**src/tlex_pkg.sv**
```systemverilog
// Package for the token lexer: beat types, mode and status codes, byte classes.
// Used by token_lexer_core and tlex_checker; no dependencies.
`default_nettype none

package tlex_pkg;

   typedef struct packed {
      logic [7:0] char_in;
      logic       end_of_input;
   } req_type;

   typedef struct packed {
      logic [7:0] tok_char;
      logic       tok_kind;
      logic       token_end;
      logic [1:0] status;
   } rsp_type;

   typedef enum logic [4:0] {
      MODE_IDLE    = 5'b00001,
      MODE_COMMENT = 5'b00010,
      MODE_WORD    = 5'b00100,
      MODE_NUMBER  = 5'b01000,
      MODE_STOPPED = 5'b10000
   } mode_type;

   localparam logic [1:0] ST_RUN = 2'd0;
   localparam logic [1:0] ST_EOF = 2'd1;
   localparam logic [1:0] ST_BAD = 2'd2;

   localparam logic KIND_WORD   = 1'b0;
   localparam logic KIND_NUMBER = 1'b1;

   localparam logic [7:0] CHAR_HASH = 8'h23;
   localparam logic [7:0] CHAR_LF   = 8'h0A;

   function automatic logic is_space(input logic [7:0] c);
      return c inside {8'h20, 8'h0C, 8'h0D, 8'h09, 8'h0B};
   endfunction

   function automatic logic is_sep(input logic [7:0] c);
      return c inside {8'h20, CHAR_LF};
   endfunction

   function automatic logic word_class(input logic [7:0] c, input logic first);
      logic base;
      base = c inside {[8'h41:8'h5A], [8'h61:8'h7A], 8'h5F, 8'h2B, 8'h2D, 8'h2A, 8'h2F,
                       8'h25, 8'h5E, 8'h7E, 8'h3C, 8'h3E, 8'h3D, 8'h21, 8'h40};
      return base || (!first && (c inside {[8'h30:8'h39]}));
   endfunction

   function automatic logic number_class(input logic [7:0] c, input logic first);
      logic base;
      base = c inside {[8'h31:8'h39], 8'h2B, 8'h2D, 8'h2E};
      return base || (!first && (c inside {8'h30, 8'h5F, 8'h65, 8'h45}));
   endfunction

endpackage

`default_nettype wire

```
**src/token_lexer_core.sv**
```systemverilog
// Token lexer top level: input register, mode machine and result register.
// Depends on tlex_pkg.
// Path: an accepted req beat is held in the input reg; any rsp beat it yields goes via the result reg.
// Throughput: one byte per cycle unless rsp is stalled; the mode update is a single pass of shallow logic.
// Reset: synchronous, clears the beat valids and returns the lexer to idle mode.
`default_nettype none

module token_lexer_core (
   input  wire logic             clock,
   input  wire logic             reset,
   input  wire logic             req_valid,
   output logic                  req_stall,
   input  wire tlex_pkg::req_type req_data,
   output logic                  rsp_valid,
   input  wire logic             rsp_stall,
   output tlex_pkg::rsp_type     rsp_data
);

   logic              in_vld_ff, in_vld_in;
   tlex_pkg::req_type in_data_ff;
   tlex_pkg::mode_type mode_ff, mode_in, mode_nxt;
   logic              rsp_vld_ff, rsp_vld_in;
   tlex_pkg::rsp_type rsp_data_ff, rsp_res;
   logic              emit;
   logic              out_free;
   logic              step;
   logic              kind;
   logic [7:0]        c;
   logic              eoi;

   assign out_free  = !rsp_vld_ff || !rsp_stall;
   assign step      = in_vld_ff && out_free;
   assign req_stall = in_vld_ff && !out_free;
   assign in_vld_in = req_valid || (in_vld_ff && !out_free);

   assign c   = in_data_ff.char_in;
   assign eoi = in_data_ff.end_of_input;

   always_comb begin
      emit     = 1'b0;
      rsp_res  = '0;
      mode_nxt = mode_ff;
      kind     = (mode_ff == tlex_pkg::MODE_NUMBER);
      case (mode_ff)
         tlex_pkg::MODE_IDLE: begin
            if (eoi) begin
               mode_nxt       = tlex_pkg::MODE_STOPPED;
               emit           = 1'b1;
               rsp_res.status = tlex_pkg::ST_EOF;
            end else if (c == tlex_pkg::CHAR_HASH) begin
               mode_nxt = tlex_pkg::MODE_COMMENT;
            end else if (tlex_pkg::word_class(c, 1'b1)) begin
               mode_nxt         = tlex_pkg::MODE_WORD;
               emit             = 1'b1;
               rsp_res.tok_char = c;
               rsp_res.tok_kind = tlex_pkg::KIND_WORD;
            end else if (tlex_pkg::number_class(c, 1'b1)) begin
               mode_nxt         = tlex_pkg::MODE_NUMBER;
               emit             = 1'b1;
               rsp_res.tok_char = c;
               rsp_res.tok_kind = tlex_pkg::KIND_NUMBER;
            end else if (!(tlex_pkg::is_space(c) || tlex_pkg::is_sep(c))) begin
               mode_nxt       = tlex_pkg::MODE_STOPPED;
               emit           = 1'b1;
               rsp_res.status = tlex_pkg::ST_BAD;
            end
         end
         tlex_pkg::MODE_COMMENT: begin
            if (eoi) begin
               mode_nxt       = tlex_pkg::MODE_STOPPED;
               emit           = 1'b1;
               rsp_res.status = tlex_pkg::ST_EOF;
            end else if (c == tlex_pkg::CHAR_LF) begin
               mode_nxt = tlex_pkg::MODE_IDLE;
            end
         end
         tlex_pkg::MODE_WORD, tlex_pkg::MODE_NUMBER: begin
            emit             = 1'b1;
            rsp_res.tok_kind = kind;
            if (eoi) begin
               mode_nxt          = tlex_pkg::MODE_STOPPED;
               rsp_res.token_end = 1'b1;
               rsp_res.status    = tlex_pkg::ST_EOF;
            end else if (kind ? tlex_pkg::number_class(c, 1'b0)
                              : tlex_pkg::word_class(c, 1'b0)) begin
               rsp_res.tok_char = c;
            end else if (tlex_pkg::is_space(c) || tlex_pkg::is_sep(c)) begin
               mode_nxt          = tlex_pkg::MODE_IDLE;
               rsp_res.token_end = 1'b1;
            end else begin
               mode_nxt       = tlex_pkg::MODE_STOPPED;
               rsp_res.status = tlex_pkg::ST_BAD;
            end
         end
         default: begin
            emit = 1'b0;
         end
      endcase
   end

   assign mode_in    = step ? mode_nxt : mode_ff;
   assign rsp_vld_in = out_free ? (step && emit) : rsp_vld_ff;

   always_ff @(posedge clock) begin
      if (reset) begin
         in_vld_ff  <= 1'b0;
         rsp_vld_ff <= 1'b0;
         mode_ff    <= tlex_pkg::MODE_IDLE;
      end else begin
         in_vld_ff  <= in_vld_in;
         rsp_vld_ff <= rsp_vld_in;
         mode_ff    <= mode_in;
      end
   end

   always_ff @(posedge clock) begin
      if (!req_stall) begin
         in_data_ff <= req_data;
      end
      if (step && emit) begin
         rsp_data_ff <= rsp_res;
      end
   end

   assign rsp_valid = rsp_vld_ff;
   assign rsp_data  = rsp_data_ff;

endmodule

`default_nettype wire

```
**config.mk**
```make
export PLATFORM = sky130hd
export DESIGN_NAME = token_lexer_core
export DESIGN_NICKNAME = d
export VERILOG_FILES = /design/src/tlex_pkg.sv /design/src/token_lexer_core.sv
export SDC_FILE = /design/constraint.sdc
export NUM_CORES = 1
export LEC_CHECK = 0
export BUFFER_PORTS_ARGS = -buffer_cell sky130_fd_sc_hd__buf_2
export CAP_MARGIN = 20
export CORE_MARGIN = 10
export CORE_UTILIZATION = 51
export DETAILED_ROUTE_END_ITERATION = 7
export GPL_TIMING_DRIVEN = 0
export PLACE_DENSITY = 0.74
export REMOVE_ABC_BUFFERS = 1
export SETUP_SLACK_MARGIN = 0.1
export SLEW_MARGIN = 25
export SYNTH_ARGS = -nofsm -noshare
export SYNTH_HDL_FRONTEND = slang
export SYNTH_SLANG_ARGS = --single-unit
```
**constraint.sdc**
```tcl
create_clock -name clock -period 3.51 [get_ports clock]
set_input_delay 0.702 -clock clock [delete_from_list [all_inputs] [get_ports clock]]
set_output_delay 0.702 -clock clock [all_outputs]
set_load 0.02 [all_outputs]
```
# Word level (Yosys, flattened, before mapping)
# Index checks and enable logic that the tools add are counted.
# Widths: inputs -> output; s select.
# word_totals
regBits	28
input_bits	13
out_inout_bits	14
elab_cells	106
# op_classes
order_cmp	7
eq_ne	31
n_mux	36
n_reduce_logical	23
# op_table
operator	n
$eq 8x6->1 const B	13
$mux 5	10
$eq 8x7->1 const B	6
$eq 8x4->1 const B	5
$mux 9	4
$pmux 9 s2	1
$ge 8x6->1 const B	2
$ge 8x7->1 const B	2
$le 8x7->1 const B	2
$mux 8	2
$pmux 5 s3	1
$reduce_bool 15->1	1
$mux 2	5
$mux 1	9
$le 8x6->1 const B	1
$reduce_bool 4->1	2
$logic_and 1x1->1	7
$mux 3	2
$ne 3x3->1 const B	2
$ne 6x6->1 const B	1
$pmux 2 s3	1
$eq 5x1->1 const B	1
$eq 5x2->1 const B	1
$eq 5x3->1 const B	1
other kinds (9)	15

# Logic depth before layout (Yosys ltp)
# Gate-level depths: netlist of the first run.
# depth
ltp_word	10
depth_mapped	7
mapped_depth_nobuf	6

# Least setup slack after synthesis of the first run
# OpenSTA, ideal clock, no wires.
# synth_path
path_type	flip-flop to flip-flop
from	reg in_data_ff (netlist bit c[1])
to	reg rsp_data_ff (netlist bit rsp_data[10]), data pin
setup_time_ns	0.263
arrival_time_ns	1.765
required_time_ns	3.247
setup_slack_ns	1.482
stages_incl_launch_ff	8
path_buffers	1
synth_period_minus_slack_ns	2.028
cell_sequence	edfxtp_1 > buf_2 > nor4_2 > nor4_1 > a31oi_1 > a21oi_1 > a21oi_2 > nor2b_1
# synth_rtl
item	line_no	source
start: declaration	token_lexer_core.sv:20	tlex_pkg::req_type in_data_ff;
start signal: assignment	token_lexer_core.sv:118	in_data_ff <= req_data;
end signal: assignment	token_lexer_core.sv:121	rsp_data_ff <= rsp_res;
end: declaration	token_lexer_core.sv:23	tlex_pkg::rsp_type rsp_data_ff, rsp_res;

# Worst setup path after layout of the first run
# layout_path
from	reg in_data_ff (netlist bit c[1])
to	reg rsp_data_ff (netlist bit rsp_data[0]) (enable)
# layout_via
elab_chain_cells	10
elab_cells_between_ends	42
cone_classes	order compare (6); eq/ne (21); mux (6); reduce/logical (9)
# layout_lines
item	line_no	source
branches (longest 6 deep; another with $ge 8x6->1)	n/a	
$mux 1 (*)	token_lexer_core.sv:50	end else if (c == tlex_pkg::CHAR_HASH) begin
$mux 1 (*)	token_lexer_core.sv:46	if (eoi) begin
$pmux 1 s3 (*)	token_lexer_core.sv:44	case (mode_ff)
$logic_and 1x1->1 (*)	token_lexer_core.sv:120	if (step && emit) begin
# Mark *: on every way between the ends.
# A chain may end at the register's enable or synchronous reset.

==> flow_metrics.tcl, run 1 <==
set metrics [dict create \
    status "finished, final reports clean" \
    post-cts-setup-buffers 0 \
    critPathRequiredTime_ns 3.54 \
    drc_errors 0 \
    hold_start "rsp_valid" \
    crit_path_top_delay_cell "or4b_1" \
    stdcell_area_um2 1750 \
    num_rows 20 \
    antenna_found_initial 0 \
    hold_violations 0 \
    ys.warnings.count 0 \
    worstMarginPinSlew_ns 0.580 \
    grt.overflow.total 0 \
    synth-async-reset-ratio 0 \
    grt_use_total 0.108 \
    post-synth-top-area-cell "edfxtp_1" \
    synth.top_cell.area_share 0.399 \
    ant_nets 0 \
    dr.pass1.iters 4 \
    arrival_ns 2.47 \
    crit_path_end_kind "flip-flop" \
    dp.cells 205 \
    cts_root_buf "clkbuf_4" \
    r2r_setup_slack_ns 1.07 \
    peakVddDrop_uv 294 \
    setup_tns_ns 0 \
    clock_latency_ns 0.32 \
    rsz0062_at_grt "false" \
    min_path_type "reg2reg" \
    nets 190 \
    htree_num_levels 1 \
    dp_hpwl_mm 2.42 \
    synth_seq_area_share 0.488 \
    min_delay_path_depth 2 \
    cts_buffer_depth 2 \
    fp.dieArea_um2 5720 \
    cp_max_fo 14 \
    synth_area_leaders "edfxtp_1, dfxtp_1, nand3_1" \
    final-setup-viol-count 0 \
    portBuffers 26 \
    coreArea_um2 3000 \
    synth_edf_count 21 \
    synth_flop_cell "edfxtp_1" \
    io-pin-count 27 \
    cts_num_sinks 28 \
    cap_violations 0 \
    detail_route.iter0.violations 74 \
    num_antenna_cells 0 \
    yosys-top-cells-count "edfxtp_1, nor2_1, inv_1" \
    slew_headroom 0.609 \
    start_kind "flip-flop" \
    min_period_ns 2.44 \
    syn2layout_area_growth_pct 11.0 \
    p_per_area_nw_per_um2 379 \
    grt_max_degree 16 \
    cts-resized-gates 0 \
    initial_core_util 0.526 \
    placed_area_um2 1720 \
    r2r_end "rsp_data[0]" \
    die_w_um 75.6 \
    p_leak_uw 0.000673 \
    syn_avg_cell_area_um2 10.5 \
    die_h_um 75.6 \
    synth-seq-cells 28 \
    drive_gt1_frac 0.244 \
    whs_endpoint "rsp_valid" \
    critical_path_class "reg2reg" \
    synth_area_um2 1580 \
    synthCells 151 \
    gp_congestion 0.890 \
    rr_startpoint "c[1]" \
    cts_tree "done" \
    wl_per_cell_um 14.6 \
    slowest_delay_ns 0.62 \
    finalPower_uw 664 \
    min_period_over_period 0.695 \
    vias 1227 \
    slew_viol_final 0 \
    finClkSkew_ns 0.00927 \
    synth_cell_types 52 \
    grt_pass1_vias 1141 \
    max_freq_mhz 410 \
    cts_buffers 3 \
    fin_cells 209 \
    cp_top_family "simple AND/OR/NAND/NOR gates" \
    viasPerCell 5.87 \
    hold_buffers 0 \
    worstPathCellList "or4b_1 -> a21oi_1 -> o21ai_0 -> nand3_1 -> a21o_1 -> inv_1" \
    yosysMostFrequentCell "edfxtp_1" \
    ff2ff_path_depth 6 \
    path_clk_slew_ns 0.15 \
    grt_pass1_wl_mm 4.95 \
    wl_mm 3.06 \
    crit_buf_inv 1 \
]
cell type report:
cell class | instances | area, um2
multi-input cells | 108 | 737
inverters | 10 | 37.5
well taps | 33 | 41.3
flip-flops and latches | 28 | 771
clock buffers | 4 | 36.3
repair buffers | 26 | 130
fillers | 260 | 1250
placed cells by master, fill, tap and decap left out, types with 5 or more instances in the layout:
master    synthesis  layout
a21oi_1           8       8
a31oi_1           5       5
buf_2             3      26
dfxtp_1           7       7
edfxtp_1         21      21
inv_1            10      10
nand2_1           6       6
nand3_1           9       9
nor2_1           11      11
nor2b_1           6       6
sequential cells by signal (all words and copies together), names as in the netlist:
register and flops:
rsp_data 12, c 8, mode_ff 5, eoi 1, in_vld_ff 1, rsp_valid 1
how the worst max path moves through the flow:
stage / slack [ns] / to / startpoint / depth (start not counted)
floorplan: 1.39 / rsp_data[10] / c[1] / 6
global placement: 1.10 / rsp_data[10] / c[1] / 6
detailed placement: 1.10 / rsp_data[9] / c[1] / 6
CTS: 1.07 / rsp_data[6] / c[1] / 6
global route: 0.83 / rsp_data[10] / c[1] / 6
finish: 1.07 / rsp_data[0] / c[1] / 6
metal layers:
metal  GRT usage  part of all wire  vias to the layer above
met5           0                 0                        -
met1       0.137              0.47                      562
met2       0.179              0.45                       36
met3      0.0260             0.069                        4
met4      0.0289             0.011                        0
li1            -                 -                      625
where the power goes:
part,internal (uW),switching [uW]
Sequential,379,22.4
Combinational,44.7,64.7
Clock,63.3,89.8
Total,487,177
cells by family (layout without fill, tap and decap cells):
| logic type | count (synthesis) | count (layout) | synth area share |
|---|---|---|---|
| AND/OR/NAND/NOR | 64 | 64 | 0.261 |
| other | 1 | 1 | 0.00237 |
| AO/OA/AOI/OAI | 41 | 41 | 0.192 |
| buffers and inverters | 15 | 40 | 0.0452 |
| flip-flops | 28 | 28 | 0.488 |
| XOR/XNOR | 1 | 1 | 0.00555 |
| multiplexers | 1 | 1 | 0.00634 |
worst min-delay path, stage by stage (launching register included):
cell,delay (ns)
dfxtp_1,0.35
nand2_1,0.09
a21oi_1,0.07
stage by stage:
stage	utilization	hold WS (ns)	setup slack, ns
final	0.584	0.535	1.07
after global routing	0.584	0.532	0.833
after CTS	0.584	0.535	1.07
after detailed placement	0.572	0.510	1.10
after global placement	0.572	0.511	1.10
after floorplan	-	0.501	1.39
Power figures use the tool's default switching activity.
==> run 2: changes to the inputs <==
==> constraint.sdc (replaced) <==
create_clock -name clock -period 2.3 [get_ports clock]
set_input_delay 0.46 -clock clock [delete_from_list [all_inputs] [get_ports clock]]
set_output_delay 0.46 -clock clock [all_outputs]
set_load 0.02 [all_outputs]
==> flow_metrics.tcl, run 2 (same netlist as run 1, synthesis figures left out) <==
set metrics [dict create \
    slowest_delay_ns 0.44 \
    largest_reg_flops 12 \
    cap_violations 0 \
    cts_tree "done" \
    die_h_um 75.6 \
    min_period_over_period 0.986 \
    path_common_cell "buf_4" \
    grt_max_degree 16 \
    critPathRequiredTime_ns 2.36 \
    layout_common_cells "buf_2, buf_4, edfxtp_1" \
    final_core_util 0.684 \
    io-pin-count 27 \
    finClkSkew_ns 0.0146 \
    mostFrequentLayoutCell "buf_2" \
    critPathLaunch "c[3]" \
    detail_route.iter0.violations 123 \
    hold_start "req_data[6]" \
    p_per_area_nw_per_um2 531 \
    gp_congestion 0.890 \
    fp.dieArea_um2 5720 \
    p_leak_uw 0.000798 \
    slew_headroom 0.574 \
    critical_path_class "reg2reg" \
    final-setup-viol-count 0 \
    num_antenna_cells 0 \
    vias 1401 \
    slew_viol_final 0 \
    path_clk_slew_ns 0.15 \
    drc_errors 0 \
    cts_buffer_depth 2 \
    min_period_ns 2.27 \
    cp_max_fo 6 \
    cts_root_buf "clkbuf_4" \
    grt_pass1_wl_mm 5.54 \
    grt_use_total 0.123 \
    nFillCells 215 \
    multiInputGateArea_um2 862 \
    fin_cells 232 \
    wl_mm 4.02 \
    clock_latency_ns 0.34 \
    wl_per_cell_um 17.3 \
    crit_path_top_delay_cell "edfxtp_1" \
    dr.pass1.iters 4 \
    peakVddDrop_uv 310 \
    initial_core_util 0.526 \
    grt.overflow.total 0 \
    syn2layout_area_growth_pct 30.1 \
    crit_path_end_kind "flip-flop" \
    die_w_um 75.6 \
    coreArea_um2 3000 \
    start_kind "flip-flop" \
    rsz0062_at_grt "true" \
    regArea_um2 771 \
    dp.cells 205 \
    hold_violations 0 \
    crit_buf_inv 3 \
    num_rows 20 \
    max_freq_mhz 441 \
    drive_gt1_frac 0.407 \
    status "finished, final reports clean" \
    arrival_ns 2.32 \
    grt_pass1_vias 1250 \
    cts_num_sinks 28 \
    viasPerCell 6.04 \
    rr_startpoint "c[3]" \
    worstMarginPinSlew_ns 0.631 \
    nets 213 \
    cts_buffers 3 \
    portBuffers 26 \
    min_path_type "in2reg" \
    worstPathCellList "buf_4 -> buf_4 -> nand3b_1 -> a21oi_2 -> o21ai_1 -> nand3_1 -> a21o_4 -> clkinvlp_4" \
    dp_hpwl_mm 2.42 \
    antenna_found_initial 0 \
    cp_top_family "compound AO/OA/AOI/OAI gates" \
    htree_num_levels 1 \
    ant_nets 0 \
    hold_buffers 0 \
]
## run 2: cell count changes in the layout (fill, tap and decap cells not counted), moves of 2 or more
cell	change
nor4_4	+2
a21oi_2	+2
buf_4	+22
a21oi_1	-3
a31oi_1	-2
clkinvlp_4	+2
## run 2: final cells by class
class / count / share of cell area
Tap cell: 33 / 0.0201
Timing Repair inverter: 1 / 0.00365
Timing Repair Buffer: 48 / 0.144
Clock buffer: 4 / 0.0177
Sequential cell: 28 / 0.375
Inverter: 10 / 0.0201
Multi-Input combinational cell: 108 / 0.420
## run 2: worst register-to-register path: cells and delay by family (launching register included)
family                 cells  cell delay [ns]
buffers and inverters      3             0.43
AND/OR/NAND/NOR            2             0.32
AO/OA/AOI/OAI              3             0.79
flip-flops                 1             0.44
## run 2: where the power goes
group          internal [uW]  leakage [uW]  switching [uW]
Clock                   97.1     0.0000210             144
Sequential               579      0.000261            26.4
Combinational            104      0.000516             141
Total                    780      0.000798             311
## run 2: path summary, 6_finish.rpt
check | end | slack [ns] | cells past startpoint
worst max-delay path | rsp_data[11] | 0.03 | 8
worst min-delay path | c[5] | 0.28 | 1
worst max register to register | rsp_data[11] | 0.03 | 8
worst min register to register | rsp_valid | 0.53 | 2
## run 2: repair_timing
action,4_1_cts,5_1_grt
endpoints found under the setup margin,22,26
gates cloned,1,0
pin swaps,1,5
resized for setup,6,17
setup buffers,16,6
## run 2: per-stage QoR
stage               total power, uW  setup TNS, ns  cell area, um2  worst slack, ns  hold slack [ns]
floorplan                       738              0            1550            0.180            0.501
global placement                789          -1.58            1720           -0.110            0.511
detailed placement              792          -1.77            1720           -0.111            0.510
CTS                            1060              0            1900            0.104            0.293
global route                   1130        -0.0135            2050          -0.0128            0.279
finish                         1090              0            2050           0.0333            0.282
## run 2: routing by layer
metal	global-route usage	vias to the layer above	wire (um)
li1	-	677	-
met1	0.151	642	1650
met2	0.211	75	1940
met3	0.0260	7	369
met4	0.0351	0	60
met5	0	-	0
==> run 3: changes to the inputs <==
--- a/config.mk
+++ b/config.mk
@@ -9,11 +9,14 @@
 export CAP_MARGIN = 20
 export CORE_MARGIN = 10
 export CORE_UTILIZATION = 51
+export CTS_BUF_LIST = sky130_fd_sc_hd__clkbuf_2
+export CTS_CLUSTER_DIAMETER = 80
 export DETAILED_ROUTE_END_ITERATION = 7
 export GPL_TIMING_DRIVEN = 0
 export PLACE_DENSITY = 0.74
 export REMOVE_ABC_BUFFERS = 1
 export SETUP_SLACK_MARGIN = 0.1
+export SKIP_CTS_REPAIR_TIMING = 1
 export SLEW_MARGIN = 25
 export SYNTH_ARGS = -nofsm -noshare
 export SYNTH_HDL_FRONTEND = slang
==> flow_metrics.tcl, run 3 (same netlist as run 1, synthesis figures left out) <==
set metrics [dict create \
    critical_path_class "reg2reg" \
    crit_path_end_kind "flip-flop" \
    dp.cells 205 \
    final_core_util 0.665 \
    cts_buffer_depth 2 \
    coreArea_um2 3000 \
    finClkSkew_ns 0.0112 \
    grt_use_total 0.110 \
    num_antenna_cells 0 \
    drive_gt1_frac 0.388 \
    min_period_ns 2.20 \
    grt_max_degree 16 \
    wl_mm 3.78 \
    cts_root_buf "clkbuf_2" \
    crit_path_top_delay_cell "or4b_4" \
    mostFrequentLayoutCell "buf_2" \
    switchingPower_uw 304 \
    grt.overflow.total 0 \
    max_freq_mhz 454 \
    cp_top_family "simple AND/OR/NAND/NOR gates" \
    arrival_ns 2.36 \
    htree_num_levels 1 \
    internal-power_uw 714 \
    layout_common_cells "buf_2, edfxtp_1, buf_4" \
    viasPerCell 6.01 \
    fin_cells 229 \
    min_period_over_period 0.958 \
    die_w_um 75.6 \
    detail_route.iter0.violations 101 \
    gp_congestion 0.890 \
    fp.dieArea_um2 5720 \
    netSwitchingFraction 0.298 \
    clock_latency_ns 0.37 \
    nets 210 \
    rsz0062_at_grt "true" \
    grt_pass1_vias 1155 \
    hold_ws_ns 0.241 \
    portBuffers 26 \
    largest_reg_flops 12 \
    cp_max_fo 7 \
    cts_tree "done" \
    cts_num_sinks 28 \
    initial_core_util 0.526 \
    path_clk_slew_ns 0.25 \
    hold_violations 0 \
    grt_pass1_wl_mm 4.97 \
    antenna_found_initial 0 \
    finalPower_uw 1020 \
    slew_viol_final 0 \
    cts_buffers 3 \
    nFillCells 232 \
    io-pin-count 27 \
    critPathRequiredTime_ns 2.46 \
    r2r_setup_slack_ns 0.1 \
    clkPwrFrac 0.178 \
    start_kind "flip-flop" \
    peakVddDrop_uv 381 \
    cap_violations 0 \
    crit_buf_inv 0 \
    min_path_type "in2reg" \
    regArea_um2 771 \
    worstPathCellList "or4b_4 -> o31ai_2 -> a31o_2 -> nand3_2 -> a21oi_4 -> nor2b_1" \
    p_leak_uw 0.000785 \
    ant_nets 0 \
    multiInputGateArea_um2 843 \
    final-setup-viol-count 0 \
    p_comb_frac 0.226 \
    drc_errors 0 \
    wl_per_cell_um 16.5 \
    status "finished, final reports clean" \
    slowest_delay_ns 0.57 \
    num_rows 20 \
    dr.pass1.iters 4 \
    p_seq_frac 0.596 \
    syn2layout_area_growth_pct 26.4 \
    die_h_um 75.6 \
    vias 1376 \
    dp_hpwl_mm 2.42 \
    p_per_area_nw_per_um2 510 \
]
## run 3: worst paths after layout
path	end	depth (start not counted)	startpoint
setup / recovery	rsp_data[10]	6	c[0]
hold / removal	eoi	1	req_data[0]
setup reg to reg	rsp_data[10]	6	c[0]
hold reg to reg	rsp_valid	2	rsp_valid
## run 3: layout make-up
class	instances	share of cell area
repair buffers	45	0.137
clock inverters	1	0.00188
inverters	10	0.0207
flip-flops and latches	28	0.386
multi-input cells	108	0.423
clock buffers	3	0.00752
repair inverters	1	0.00376
well taps	33	0.0207
## run 3: per-stage QoR
stage               instance area (um2)  worst slack (ns)  setup TNS [ns]
detailed placement                 1720            -0.111           -1.77
global route                       2000            0.0265               0
global placement                   1720            -0.110           -1.58
floorplan                          1550             0.180               0
CTS                                1740            -0.145           -2.19
finish                             2000            0.0968               0
## run 3: power groups by stage
| stage | logic, uW | clock network (uW) | registers (uW) |
|---|---|---|---|
| floorplan | 98.3 | 0 | 640 |
| global placement | 166 | 0 | 623 |
| detailed placement | 168 | 0 | 624 |
| CTS | 168 | 185 | 613 |
| global route | 251 | 196 | 611 |
| finish | 230 | 181 | 607 |
## run 3: layer usage
metal / share of wire / GRT usage / vias up
met3: 0.071 / 0.0260 / 10
met1: 0.44 / 0.137 / 631
met4: 0.021 / 0.0412 / 0
li1: - / - / 672
met5: 0 / 0 / -
met2: 0.47 / 0.179 / 63
